File: src/io_port_range_allocator_unit_defines.svh
// Assertion macros for the I/O port range allocator.
// Used by io_port_range_allocator_unit.sv; expects i_clk and i_rst_n in scope.
`ifndef IO_PORT_RANGE_ALLOCATOR_UNIT_DEFINES_SVH
`define IO_PORT_RANGE_ALLOCATOR_UNIT_DEFINES_SVH

// same-cycle implication
`define IOPRA_ASSERT_NOW(lbl, ante, cons, msg) \
    lbl: assert property (@(posedge i_clk) disable iff (!i_rst_n) (ante) |-> (cons)) \
        else $error(msg);

// next-cycle implication
`define IOPRA_ASSERT_NEXT(lbl, ante, cons, msg) \
    lbl: assert property (@(posedge i_clk) disable iff (!i_rst_n) (ante) |=> (cons)) \
        else $error(msg);

`endif

File: src/iopra_pkg.sv
// Shared types and constants of the I/O port range allocator.
// No dependencies.
`default_nettype none
package iopra_pkg;
    localparam int unsigned ENTRIES_DEF = 32;
    localparam int unsigned PTR_W       = 6;
    localparam logic [PTR_W-1:0] PTR_NIL = 6'd63;

    localparam logic [15:0] FLOOR_RST = 16'h0400;
    localparam logic [16:0] LIMIT_RST = 17'h10000;

    localparam logic [15:0] VGA_A_LO = 16'h02b0;
    localparam logic [16:0] VGA_A_HI = 17'h002e0;
    localparam logic [15:0] VGA_B_LO = 16'h03c0;
    localparam logic [16:0] VGA_B_HI = 17'h003db;

    typedef enum logic [2:0] {
        OP_FIXED  = 3'd0,
        OP_SEARCH = 3'd1,
        OP_RESV   = 3'd2,
        OP_FREE   = 3'd3,
        OP_CHECK  = 3'd4
    } t_op;

    typedef enum logic [1:0] {
        ST_OK     = 2'd0,
        ST_NOSPC  = 2'd1,
        ST_NOENT  = 2'd2,
        ST_DENIED = 2'd3
    } t_status;

    localparam logic REG_FLOOR = 1'b0;
    localparam logic REG_LIMIT = 1'b1;
endpackage
`default_nettype wire

File: src/iopra_ram.sv
// Generic single-write, single-read RAM with registered read data.
// No dependencies.
`default_nettype none
module iopra_ram #(
    parameter int unsigned WIDTH = 8,
    parameter int unsigned DEPTH = 32
) (
    input  wire                     i_clk,
    input  wire                     i_we,
    input  wire [$clog2(DEPTH)-1:0] i_waddr,
    input  wire [WIDTH-1:0]         i_wdata,
    input  wire [$clog2(DEPTH)-1:0] i_raddr,
    output logic [WIDTH-1:0]        o_rdata
);
    logic [WIDTH-1:0] r_mem [DEPTH];

    always_ff @(posedge i_clk) begin
        if (i_we) begin
            r_mem[i_waddr] <= i_wdata;
        end
        o_rdata <= r_mem[i_raddr];
    end
endmodule
`default_nettype wire

File: src/io_port_range_allocator_unit.sv
// I/O port range allocator: start-sorted linked table of port ranges.
// Each item walks the list; each visited entry passes a RAM read state and an evaluate state;
// an aligned search also runs the remainder unit for each entry it steps past above the floor.
// Insert adds the states S_INSR, S_INS1 and S_INS2, free adds S_FR1 and S_FR2, before S_DONE.
// One item in flight, ready again once the result is offered; sync low reset empties the table.
// Depends on iopra_pkg, iopra_ram and io_port_range_allocator_unit_defines.svh.
`default_nettype none
`include "io_port_range_allocator_unit_defines.svh"
module io_port_range_allocator_unit #(
    parameter int unsigned ENTRIES = iopra_pkg::ENTRIES_DEF
) (
    input  wire         i_clk,
    input  wire         i_rst_n,
    input  wire         i_in_valid,
    output logic        o_in_ready,
    input  wire  [2:0]  i_opcode,
    input  wire  [15:0] i_port,
    input  wire  [16:0] i_size,
    input  wire  [15:0] i_align,
    input  wire  [16:0] i_range_end,
    output logic        o_out_valid,
    input  wire         i_out_ready,
    output logic [1:0]  o_status,
    output logic [15:0] o_result_port,
    output logic [31:0] o_table_version,
    input  wire         psel,
    input  wire         penable,
    input  wire         pwrite,
    input  wire  [2:0]  paddr,
    input  wire  [31:0] pwdata,
    output logic [31:0] prdata,
    output logic        pready
);
    import iopra_pkg::*;

    localparam int unsigned AW = $clog2(ENTRIES);

    typedef enum logic [9:0] {
        S_IDLE = 10'b0000000001,
        S_RD   = 10'b0000000010,
        S_EV   = 10'b0000000100,
        S_DIV  = 10'b0000001000,
        S_INSR = 10'b0000010000,
        S_INS1 = 10'b0000100000,
        S_INS2 = 10'b0001000000,
        S_FR1  = 10'b0010000000,
        S_FR2  = 10'b0100000000,
        S_DONE = 10'b1000000000
    } t_state;

    t_state r_state, n_state;
    logic [2:0]  r_op;
    logic [15:0] r_port, r_align;
    logic [16:0] r_size, r_rend;
    logic [PTR_W-1:0] r_cur, n_cur, r_prev, n_prev, r_ent, n_ent, r_nx, n_nx;
    logic [PTR_W-1:0] r_free, n_free, r_head, n_head;
    logic [16:0] r_p, n_p, r_dvd, n_dvd;
    logic [15:0] r_rem, n_rem;
    logic [4:0]  r_cnt, n_cnt;
    logic [31:0] r_count, n_count;
    logic [1:0]  r_status, n_status;
    logic [15:0] r_res, n_res;
    logic [15:0] r_floor;
    logic [16:0] r_limit;
    logic [ENTRIES-1:0] r_resv, r_lvld;
    logic [AW-1:0] r_raddr;

    logic          rng_we, lnk_we, resv_clr, resv_set;
    logic [AW-1:0] rng_wa, lnk_wa, raddr;
    logic [32:0]   rng_wd, rng_q;
    logic [PTR_W-1:0] lnk_wd, lnk_ram_q, lnk_q;

    logic [15:0] rs;
    logic [16:0] re;
    logic [17:0] end0, psz;
    logic [16:0] rem_sh;
    logic        cur_nil, free_nil, in_acc, out_go;
    logic [31:0] ver;

    iopra_ram #(.WIDTH(33), .DEPTH(ENTRIES)) u_rng (
        .i_clk(i_clk), .i_we(rng_we), .i_waddr(rng_wa), .i_wdata(rng_wd),
        .i_raddr(raddr), .o_rdata(rng_q)
    );
    iopra_ram #(.WIDTH(PTR_W), .DEPTH(ENTRIES)) u_lnk (
        .i_clk(i_clk), .i_we(lnk_we), .i_waddr(lnk_wa), .i_wdata(lnk_wd),
        .i_raddr(raddr), .o_rdata(lnk_ram_q)
    );

    // links never written since reset read as the initial free chain
    always_comb begin
        if (r_lvld[r_raddr]) begin
            lnk_q = lnk_ram_q;
        end else if (r_raddr == AW'(ENTRIES - 1)) begin
            lnk_q = PTR_NIL;
        end else begin
            lnk_q = PTR_W'(r_raddr) + PTR_W'(1);
        end
    end

    assign rs       = rng_q[32:17];
    assign re       = rng_q[16:0];
    assign end0     = {2'b00, r_port} + {1'b0, r_size};
    assign psz      = {1'b0, r_p} + {1'b0, r_size};
    assign cur_nil  = (r_cur >= PTR_W'(ENTRIES));
    assign free_nil = (r_free >= PTR_W'(ENTRIES));
    assign rem_sh   = {r_rem, r_dvd[16]};
    assign in_acc   = i_in_valid && o_in_ready;
    assign out_go   = !o_out_valid || i_out_ready;
    assign ver      = r_count + ((r_op == OP_FREE) ? 32'd1 : 32'd0);

    assign o_in_ready = (r_state == S_IDLE);
    assign pready     = 1'b1;
    assign prdata     = (paddr[2] == REG_LIMIT) ? {15'd0, r_limit} : {16'd0, r_floor};

    always_comb begin
        n_state = r_state; n_cur = r_cur; n_prev = r_prev; n_ent = r_ent; n_nx = r_nx;
        n_free = r_free; n_head = r_head; n_p = r_p; n_dvd = r_dvd; n_rem = r_rem;
        n_cnt = r_cnt; n_count = r_count; n_status = r_status; n_res = r_res;
        rng_we = 1'b0; rng_wa = r_free[AW-1:0]; rng_wd = {r_p[15:0], psz[16:0]};
        lnk_we = 1'b0; lnk_wa = r_free[AW-1:0]; lnk_wd = r_cur;
        resv_clr = 1'b0; resv_set = 1'b0;
        raddr = r_cur[AW-1:0];
        unique case (r_state)
            S_IDLE: begin
                if (in_acc) begin
                    n_cur = r_head; n_prev = PTR_NIL; n_status = ST_OK; n_res = 16'd0;
                    n_state = (r_head >= PTR_W'(ENTRIES)) ? S_DONE : S_RD;
                    unique case (i_opcode)
                        OP_FIXED: begin
                            n_p = {1'b0, i_port};
                            if (({2'b00, i_port} + {1'b0, i_size}) > {1'b0, r_limit}) begin
                                n_status = ST_NOSPC; n_state = S_DONE;
                            end else if (r_head >= PTR_W'(ENTRIES)) begin
                                n_res = i_port;
                                if (free_nil) begin
                                    n_status = ST_NOENT;
                                end else begin
                                    n_state = S_INSR;
                                end
                            end
                        end
                        OP_SEARCH, OP_RESV: begin
                            n_p = {1'b0, r_floor};
                            if (r_head >= PTR_W'(ENTRIES)) begin
                                n_status = ST_NOSPC;
                            end
                        end
                        OP_FREE: n_res = i_port;
                        OP_CHECK: begin
                            n_res = i_port;
                            if ((i_port >= VGA_A_LO && i_range_end <= VGA_A_HI) ||
                                (i_port >= VGA_B_LO && i_range_end <= VGA_B_HI)) begin
                                n_state = S_DONE;
                            end
                        end
                        default: n_state = S_DONE;
                    endcase
                end
            end
            S_RD: n_state = S_EV;
            S_EV: begin
                // default step: move along the list
                n_prev = r_cur; n_cur = lnk_q; n_nx = lnk_q;
                n_state = (lnk_q >= PTR_W'(ENTRIES)) ? S_DONE : S_RD;
                unique case (r_op)
                    OP_FIXED: begin
                        if ({1'b0, re} <= {2'b00, r_port}) begin
                            if (lnk_q >= PTR_W'(ENTRIES)) begin
                                n_res = r_port;
                                if (free_nil) begin
                                    n_status = ST_NOENT; n_state = S_DONE;
                                end else begin
                                    n_state = S_INSR;
                                end
                            end
                        end else begin
                            n_cur = r_cur; n_prev = r_prev; n_state = S_DONE;
                            if (r_resv[r_cur[AW-1:0]] && rs == r_port && {1'b0, re} == end0) begin
                                resv_clr = 1'b1; n_res = r_port;
                            end else if ({2'b00, rs} >= end0) begin
                                n_res = r_port;
                                if (free_nil) begin
                                    n_status = ST_NOENT;
                                end else begin
                                    n_state = S_INSR;
                                end
                            end else begin
                                n_status = ST_NOSPC; n_res = 16'd0;
                            end
                        end
                    end
                    OP_SEARCH, OP_RESV: begin
                        if (rs >= r_floor && {2'b00, rs} > psz) begin
                            n_cur = r_cur; n_prev = r_prev; n_state = S_DONE;
                            n_res = r_p[15:0];
                            if (free_nil) begin
                                n_status = ST_NOENT;
                            end else begin
                                n_state = S_INSR;
                            end
                        end else begin
                            if (rs >= r_floor) begin
                                if (r_align != 16'd0) begin
                                    // round up: p = n - (n mod align), n = stop + align - 1
                                    n_p = re + {1'b0, r_align} - 17'd1;
                                    n_dvd = re + {1'b0, r_align} - 17'd1;
                                    n_rem = 16'd0; n_cnt = 5'd16; n_state = S_DIV;
                                end else begin
                                    n_p = re;
                                end
                            end
                            if (lnk_q >= PTR_W'(ENTRIES) && n_state == S_DONE) begin
                                n_status = ST_NOSPC;
                            end
                        end
                    end
                    OP_FREE: begin
                        if (rs == r_port) begin
                            n_cur = r_cur; n_prev = r_prev; n_state = S_FR1;
                        end else if (rs > r_port) begin
                            n_cur = r_cur; n_prev = r_prev; n_state = S_DONE;
                        end
                    end
                    OP_CHECK: begin
                        if ((r_port >= rs && {1'b0, r_port} < re) ||
                            (r_port <= rs && r_rend > {1'b0, rs})) begin
                            n_status = ST_DENIED; n_state = S_DONE;
                        end
                    end
                    default: n_state = S_DONE;
                endcase
            end
            S_DIV: begin
                if (rem_sh >= {1'b0, r_align}) begin
                    n_rem = 16'(rem_sh - {1'b0, r_align});
                end else begin
                    n_rem = rem_sh[15:0];
                end
                n_dvd = {r_dvd[15:0], 1'b0};
                n_cnt = r_cnt - 5'd1;
                if (r_cnt == 5'd0) begin
                    n_p = r_p - {1'b0, n_rem};
                    if (cur_nil) begin
                        n_status = ST_NOSPC; n_state = S_DONE;
                    end else begin
                        n_state = S_RD;
                    end
                end
            end
            S_INSR: begin
                raddr = r_free[AW-1:0];
                rng_we = 1'b1;
                n_state = S_INS1;
            end
            S_INS1: begin
                lnk_we = 1'b1;
                resv_set = (r_op == OP_RESV);
                n_ent = r_free; n_free = lnk_q;
                n_state = S_INS2;
            end
            S_INS2: begin
                if (r_prev >= PTR_W'(ENTRIES)) begin
                    n_head = r_ent;
                end else begin
                    lnk_we = 1'b1; lnk_wa = r_prev[AW-1:0]; lnk_wd = r_ent;
                end
                n_count = r_count + 32'd1;
                n_state = S_DONE;
            end
            S_FR1: begin
                if (r_prev >= PTR_W'(ENTRIES)) begin
                    n_head = r_nx;
                end else begin
                    lnk_we = 1'b1; lnk_wa = r_prev[AW-1:0]; lnk_wd = r_nx;
                end
                n_state = S_FR2;
            end
            S_FR2: begin
                lnk_we = 1'b1; lnk_wa = r_cur[AW-1:0];
                lnk_wd = free_nil ? PTR_NIL : r_free;
                n_free = r_cur;
                n_state = S_DONE;
            end
            S_DONE: begin
                if (out_go) begin
                    n_count = ver;
                    n_state = S_IDLE;
                end
            end
            default: n_state = S_IDLE;
        endcase
    end

    always_ff @(posedge i_clk) begin
        if (!i_rst_n) begin
            r_state <= S_IDLE;
            r_head  <= PTR_NIL;
            r_free  <= '0;
            r_count <= '0;
            r_resv  <= '0;
            r_lvld  <= '0;
            r_floor <= FLOOR_RST;
            r_limit <= LIMIT_RST;
            o_out_valid <= 1'b0;
        end else begin
            r_state <= n_state;
            r_head  <= n_head;
            r_free  <= n_free;
            r_count <= n_count;
            if (resv_clr) begin
                r_resv[r_cur[AW-1:0]] <= 1'b0;
            end
            if (resv_set) begin
                r_resv[r_free[AW-1:0]] <= 1'b1;
            end else if (r_state == S_INS1) begin
                r_resv[r_free[AW-1:0]] <= 1'b0;
            end
            if (lnk_we) begin
                r_lvld[lnk_wa] <= 1'b1;
            end
            if (psel && penable && pwrite && pready) begin
                if (paddr[2] == REG_FLOOR) begin
                    r_floor <= pwdata[15:0];
                end else begin
                    r_limit <= pwdata[16:0];
                end
            end
            if (r_state == S_DONE && out_go) begin
                o_out_valid <= 1'b1;
            end else if (i_out_ready) begin
                o_out_valid <= 1'b0;
            end
        end
    end

    always_ff @(posedge i_clk) begin
        r_cur <= n_cur; r_prev <= n_prev; r_ent <= n_ent; r_nx <= n_nx;
        r_p <= n_p; r_dvd <= n_dvd; r_rem <= n_rem; r_cnt <= n_cnt;
        r_status <= n_status; r_res <= n_res; r_raddr <= raddr;
        if (in_acc) begin
            r_op <= i_opcode; r_port <= i_port; r_size <= i_size;
            r_align <= i_align; r_rend <= i_range_end;
        end
        if (r_state == S_DONE && out_go) begin
            o_status <= r_status;
            o_result_port <= r_res;
            o_table_version <= ver;
        end
    end

    `IOPRA_ASSERT_NEXT(a_busy_after_accept, in_acc, !o_in_ready, "ready while busy")
    `IOPRA_ASSERT_NEXT(a_read_then_eval, r_state == S_RD, r_state == S_EV, "read not evaluated")
    `IOPRA_ASSERT_NOW(a_insert_has_entry, r_state == S_INSR, !free_nil, "insert with no free entry")
    `IOPRA_ASSERT_NOW(a_div_count, r_state == S_DIV, r_cnt <= 5'd16 && r_align != 16'd0,
        "remainder unit out of range")
endmodule
`default_nettype wire

File: config.mk
export PLATFORM = sky130hd
export DESIGN_NAME = io_port_range_allocator_unit
export DESIGN_NICKNAME = d
export VERILOG_FILES = /design/src/iopra_pkg.sv /design/src/iopra_ram.sv /design/src/io_port_range_allocator_unit.sv
export VERILOG_INCLUDE_DIRS = /design/src /design/src/src
export SDC_FILE = /design/constraint.sdc
export NUM_CORES = 2
export LEC_CHECK = 0
export BUFFER_PORTS_ARGS = -buffer_cell sky130_fd_sc_hd__clkbuf_2
export CAP_MARGIN = 30
export CORE_MARGIN = 8
export CORE_UTILIZATION = 35
export DETAILED_ROUTE_END_ITERATION = 12
export GPL_TIMING_DRIVEN = 0
export PLACE_DENSITY = 0.51
export SETUP_SLACK_MARGIN = 0.3
export SYNTH_ARGS = -nofsm -noshare
export SYNTH_HDL_FRONTEND = slang
export SYNTH_SLANG_ARGS = --single-unit
File: constraint.sdc
create_clock -name i_clk -period 7.7 [get_ports i_clk]
set_clock_uncertainty 0.2 [all_clocks]
set_input_delay 1.54 -clock i_clk [delete_from_list [all_inputs] [get_ports i_clk]]
set_output_delay 1.54 -clock i_clk [all_outputs]
set_load 0.005 [all_outputs]
After elaboration in Yosys (flattened, before gate mapping)
Memory sizes are Yosys's and may differ from the RTL's. A register that Yosys moved wholly into a read port is not among the register bits.
Index checks and enable logic that the tools add are counted.
{"block": "word_totals", "regBits": 373, "ram_bits": 1248, "inputBits": 111, "out_inout_bits": 85, "n_memories": 2}
{"name": "u_rng.r_mem", "words": 32, "width": 33, "rd": 1, "rd_clocked_by_memory_dff": 1, "write_ports": 1, "line": "iopra_ram.sv:15", "rtl": "logic [WIDTH-1:0] r_mem [DEPTH];"}
{"name": "u_lnk.r_mem", "words": 32, "width": 6, "rd": 1, "rd_clocked_by_memory_dff": 1, "write_ports": 1, "line": "iopra_ram.sv:15"}
{"block": "op_classes", "n_addsub": 11, "order_cmp": 27, "eq_ne": 44, "mux": 140, "bitwise_logic": 7, "reduce_logical": 47}
{"operator": "$mux 10", "n": 24}
{"operator": "$mux 16", "n": 14}
{"operator": "$mux 17", "n": 11}
{"operator": "$mux 32", "n": 5}
{"operator": "$pmux 16 s2", "n": 4}
{"operator": "$mux 6", "n": 17}
{"operator": "$pmux 10 s9", "n": 1}
{"operator": "$pmux 17 s2", "n": 2}
{"operator": "$and 32x32->32", "n": 2}
{"operator": "$not 32->32", "n": 2}
{"operator": "$or 32x32->32", "n": 2}
{"operator": "$pmux 32 s2", "n": 1}
{"operator": "$pmux 6 s3", "n": 3}
{"operator": "$pmux 17 s3", "n": 1}
{"operator": "$pmux 6 s2", "n": 4}
{"operator": "$pmux 10 s4", "n": 1}
{"operator": "$add 16x17->18", "n": 2}
{"operator": "$le 17x10->1 const B", "n": 2}
{"operator": "$add 32x1->32", "n": 1}
{"operator": "$add 32x1->32 const B", "n": 1}
{"operator": "$ge 16x10->1 const B", "n": 2}
{"operator": "$ge 16x16->1", "n": 2}
{"operator": "$ge 6x6->1 const B", "n": 5}
{"operator": "$mux 5", "n": 6}
{"operator": "other kinds (66)", "n": 161}

Longest topological paths before layout
{"block": "depth", "ltp_word": 16, "ltp_mapped": 25}

Hierarchy
Synthesis repeated with hierarchy kept, for this count alone.
{"block": "hier_totals", "hier_cells": 5410, "hier_area_um2": 74166.1}
{"mod": "iopra_ram (u_rng)", "instances": 1, "cells_per_inst": 2332, "area_each_um2": 41813.9, "seq_area_each_um2": 32371.0}
{"mod": "io_port_range_allocator_unit", "instances": 1, "cells_per_inst": 2755, "area_each_um2": 24762.5, "seq_area_each_um2": 9629.2}
{"mod": "iopra_ram (u_lnk)", "instances": 1, "cells_per_inst": 323, "area_each_um2": 7589.8, "seq_area_each_um2": 5885.6}

Worst setup path after synthesis
OpenSTA, ideal clock, no wires.
{"block": "synth_path", "path_type": "register -> register", "from": "reg r_p[3]", "to": "reg r_res[0] (enable)", "arrival_ns": 6.785, "slack_ns": 0.279, "stages_incl_launch_ff": 19, "n_path_buf": 0, "synth_period_minus_slack_ns": 7.421, "cell_sequence": "edfxtp_1 -> ha_1 -> nand3_1 -> o211ai_1 -> o221ai_1 -> o21bai_1 -> a21oi_1 -> xnor2_1 -> inv_1 -> ha_1 -> nand2_1 -> nor4_1 -> o31a_1 -> a2111oi_0 -> a2111o_1 -> nor4_1 -> nand2b_1 -> inv_1 -> o41ai_1"}
{"block": "synth_via", "elab_chain_len": 5}
{"item": "start: declaration", "line": "io_port_range_allocator_unit.sv:57", "rtl": "logic [16:0] r_p, n_p, r_dvd, n_dvd;"}
{"item": "start signal: assignment", "line": "io_port_range_allocator_unit.sv:338", "rtl": "r_p <= n_p; r_dvd <= n_dvd; r_rem <= n_rem; r_cnt <= n_cnt;"}
{"item": "$add 17x17->18", "line": "io_port_range_allocator_unit.sv:103", "rtl": "assign psz = {1'b0, r_p} + {1'b0, r_size};"}
{"item": "via psz[11]", "line": "io_port_range_allocator_unit.sv:75", "rtl": "logic [17:0] end0, psz;"}
{"item": "$gt 16x18->1", "line": "io_port_range_allocator_unit.sv:193", "rtl": "if (rs >= r_floor && {2'b00, rs} > psz) begin"}
{"item": "$logic_and 1x1->1", "line": "io_port_range_allocator_unit.sv:193"}
{"item": "$ne 3x3->1 (no source line)"}
{"item": "$reduce_and 5->1 (no source line)"}
{"item": "end signal: assignment", "line": "io_port_range_allocator_unit.sv:339", "rtl": "r_status <= n_status; r_res <= n_res; r_raddr <= raddr;"}
{"item": "end: declaration", "line": "io_port_range_allocator_unit.sv:62", "rtl": "logic [15:0] r_res, n_res;"}
The timed path passes the listed nets, and every way through them passes these cells.
A chain may end at the register's enable or synchronous reset.

Final worst setup path
{"block": "layout_path", "from": "reg r_p[4]", "to": "reg r_state[9]"}
{"block": "layout_via", "elab_chain_len": 6}
{"item": "$add 17x17->18", "line": "io_port_range_allocator_unit.sv:103"}
{"item": "$gt 16x18->1", "line": "io_port_range_allocator_unit.sv:193"}
{"item": "$logic_and 1x1->1", "line": "io_port_range_allocator_unit.sv:193"}
{"item": "$mux 10", "line": "io_port_range_allocator_unit.sv:193"}
{"item": "$pmux 10 s4", "line": "io_port_range_allocator_unit.sv:165", "rtl": "unique case (r_op)"}
{"item": "$pmux 10 s9", "line": "io_port_range_allocator_unit.sv:123", "rtl": "unique case (r_state)"}
{"item": "end signal: assignment", "line": "io_port_range_allocator_unit.sv:306", "rtl": "r_state <= n_state;"}
{"item": "end: declaration", "line": "io_port_range_allocator_unit.sv:51", "rtl": "t_state r_state, n_state;"}
No other way between the ends.

==> impl_metrics.yaml <==
clock_tree:
  clk_pin_slew_worst_paths_ns: 0.06
  clock-sinks: 1660
  cts_buffers: 181
  cts_tree: "yes"
  insertion_delay_ns: 0.85
  cts_buffer_depth: 3
  cts_htree_levels: 4
  root_buffer: "clkbuf_16"
route:
  detail-route-antenna-nets: 0
  drt_iter0_drc: 6193
  vias: 56431
  top_layer: "met4"
  wl_met2_um: 123000
  first_pass_iters: 6
  drcViolationCount: 0
  wl_met1_um: 118000
  wl_met3_um: 20300
  routedWlPerCell_um: 26.4
  wl_um: 271000
  viasPerCell: 5.51
pwr:
  p_int_mw: 16.1
  p_seq_frac: 0.476
  netSwitchingPower_mw: 5.64
  p_comb_frac: 0.120
  p_leak_nw: 32.7
  swShare: 0.259
  powerDensity_nw_per_um2: 245
  ir_worst_vdd_v: 0.000253
  power_frac_clock: 0.404
hold_path:
  worstHoldPathType: "reg2reg"
  whs_path_depth: 0
placed_design:
  hpwl_um: 203000
  portBuffers: 160
  gp_congestion: 0.903
  post-place-ws_ns: -0.122
  placed_cells_incl_taps: 9887
  postPlaceCellArea_um2: 82900
die:
  core_um2: 217000
  floorplan.rows: 171
  io_pins: 196
  fp.dieW_um: 482
  dieArea_um2: 233000
  start_util: 0.351
  chipHeight_um: 482
logic_synthesis:
  avgSynthCellArea_um2: 11.3
  synthCells: 6747
  yosysWarnings: 0
  synth_seq_cells: 1660
  async_flop_share: 0
  synth_edf_count: 1464
  synth.distinct_cells: 96
  synth_area_um2: 76100
  ys.flop_type: "edfxtp_1"
  yosysSeqAreaShare: 0.630
critical_path:
  path_max_fanout: 12
  slowest_stage: "edfxtp_1"
  r2r-end: "r_state[9]"
  end_kind: "flip-flop"
  reg2reg_from: "r_p[4]"
  path_common_cell: "o21bai_1"
  crit_chain: "ha_1, nand2_1, o211ai_1, o221ai_1, o21bai_1, a21oi_1, o21bai_1, a21oi_1, o21bai_1, a21o_1, xnor2_1, ha_1, nand2_1, nor4_1, o31a_1, a2111oi_0, a2111o_1, nor4_2, buf_4, mux2_2, a221o_1, a211o_1, a31o_1"
  setup.worst_path.class: "reg2reg"
  cp-endpoint: "r_state[9]"
  required_ns: 8.23
  worstSetupStartpointType: "flip-flop"
  r2r_slack_ns: 0.64
  cpLargestDelayFamily: "compound AO/OA/AOI/OAI gates"
  crit_buf_inv: 1
  max_stage_delay_ns: 0.85
  crit_start: "r_p[4]"
  r2r_cells: 23
  cp.depth: 23
  critical_path_arrival_ns: 7.59
cells_and_area:
  nets: 7574
  finalNonFillerCells: 10234
  area_delta_synth_final_pct: 17.0
  fin_area_um2: 89000
  n_fill_cell: 20671
  drive_gt1_frac: 0.104
  fin_util: 0.411
timing:
  fin_crit_sh: 0.917
  slew_viol_final: 0
  max-slew-margin-rel: 0.259
  fin_crit_ns: 7.06
  fmax_mhz: 142
  finalSetupViolations: 0
  worst_slew_pin_slew_ns: 1.10
  finalHoldViolations: 0
  layout_setup_ws_ns: 0.638
  rsz0062_at_grt: "no"
  fin_setup_tns_ns: 0
flow_run:
  maxCapViolations: 0
global_route:
  grt_pass1_vias: 53583
  grt-ovfl-total: 0
  grt_usage: 0.225
  grt_max_degree: 51
  grt_pass1_wl_um: 384000
  antenna_found_initial: 18
status:
  run_status: "finished, final reports clean"
-- placed cells by master (no fill, tap or decap), drive strengths merged, types with 16 or more instances in the layout --
cell type  instances
nand4             39
edfxtp          1464
o22ai             24
dfxtp            196
xor2              45
and2              51
a21boi            49
nand2           1592
inv              194
a311oi           197
conb              16
nand2b            32
nor2             281
and3             101
nor4              28
o211ai            31
a211oi            26
o21a              67
or2               18
clkinv            77
nand3            697
mux2i             65
xnor2             93
a21o              72
nor2b             30
a21oi            169
a31oi             80
buf              257
clkbuf           675
ha               230
nor3              46
o21ai            191
or3               23
-- sequential cells by signal, indices dropped and copies added (netlist names), 32 cells and up --
| signal | flops |
|---|---|
| u_rng.r_mem | 1056 |
| o_table_version | 32 |
| r_lvld | 32 |
| u_lnk.r_mem | 192 |
| r_resv | 32 |
| r_count | 32 |
| u_rng.o_rdata | 33 |
-- power by group through the flow --
stage          Combinational [mW]  Sequential [mW]  Clock [mW]
2_1_floorplan                1.50             10.5           0
3_3_place_gp                 2.29             10.6           0
3_5_place_dp                 2.57             10.6           0
4_1_cts                      2.59             10.4        8.93
5_1_grt                      2.84             10.4        9.27
6_report                     2.61             10.4        8.81
-- area by class of cell --
| cell class | count | area (µm²) | share of cell area |
|---|---|---|---|
| Antenna cell | 3 | 7.51 | 0.0000843 |
| Buffer | 416 | 1790 | 0.0201 |
| Clock buffer | 233 | 4940 | 0.0555 |
| Clock inverter | 100 | 1060 | 0.0119 |
| Inverter | 192 | 723 | 0.00812 |
| Multi-Input combinational cell | 4493 | 26100 | 0.293 |
| Sequential cell | 1660 | 47900 | 0.538 |
| Tap cell | 2854 | 3570 | 0.0401 |
| Timing Repair Buffer | 283 | 2950 | 0.0332 |
-- synth_stat cells (all sizes together), types with 45 or more instances --
library cell  instances  area, µm²
a21o                 72        541
inv                 191        717
dfxtp               196       3920
nor3                 46        235
a21boi               49        368
clkbuf              282       1060
xor2                 45        394
edfxtp             1464      44000
o21a                 67        503
mux2i                65        688
o21ai               191        963
and2                 51        319
a31oi                80        500
nand2              1592       5980
nand3               697       3490
ha                  230       2880
a21oi               169        850
nor2                281       1070
xnor2                93        815
and3                101        632
buf                 134        732
a311oi              197       1730
-- routing by layer --
layer,vias up,track usage
li1,25573,-
met3,413,0.0410
met5,-,0
met4,0,0.0719
met1,28251,0.312
met2,2194,0.357
-- how the worst min path moves through the flow --
stage / start / to / slack [ns]
floorplan: r_res[0] / o_result_port[0] / 0.20
global placement: r_res[4] / o_result_port[4] / 0.21
detailed placement: r_res[13] / o_result_port[13] / 0.21
CTS: r_res[4] / o_result_port[4] / 0.23
global route: r_res[4] / o_result_port[4] / 0.23
finish: r_res[11] / o_result_port[11] / 0.22
-- metrics by stage --
stage / power (mW) / hold WS, ns
floorplan: 12.0 / 0.200
global placement: 12.9 / 0.207
detailed placement: 13.1 / 0.206
CTS: 21.9 / 0.226
global route: 22.5 / 0.229
finish: 21.8 / 0.223
-- what timing repair did --
action	CTS	global route
setup buffers	0	2
gates resized for setup	0	1
hold buffers	0	0
endpoints found under the setup margin	0	17
-- kinds of logic after synthesis --
family	share of synthesized area
AO/OA/AOI/OAI	0.0942
other	0.0000987
AND/OR/NAND/NOR	0.174
adder cells (fa/ha/maj)	0.0394
buffers and inverters	0.0330
multiplexers	0.0126
flip-flops	0.630
XOR/XNOR	0.0174
Note: power is estimated with default switching activity, not from simulation.
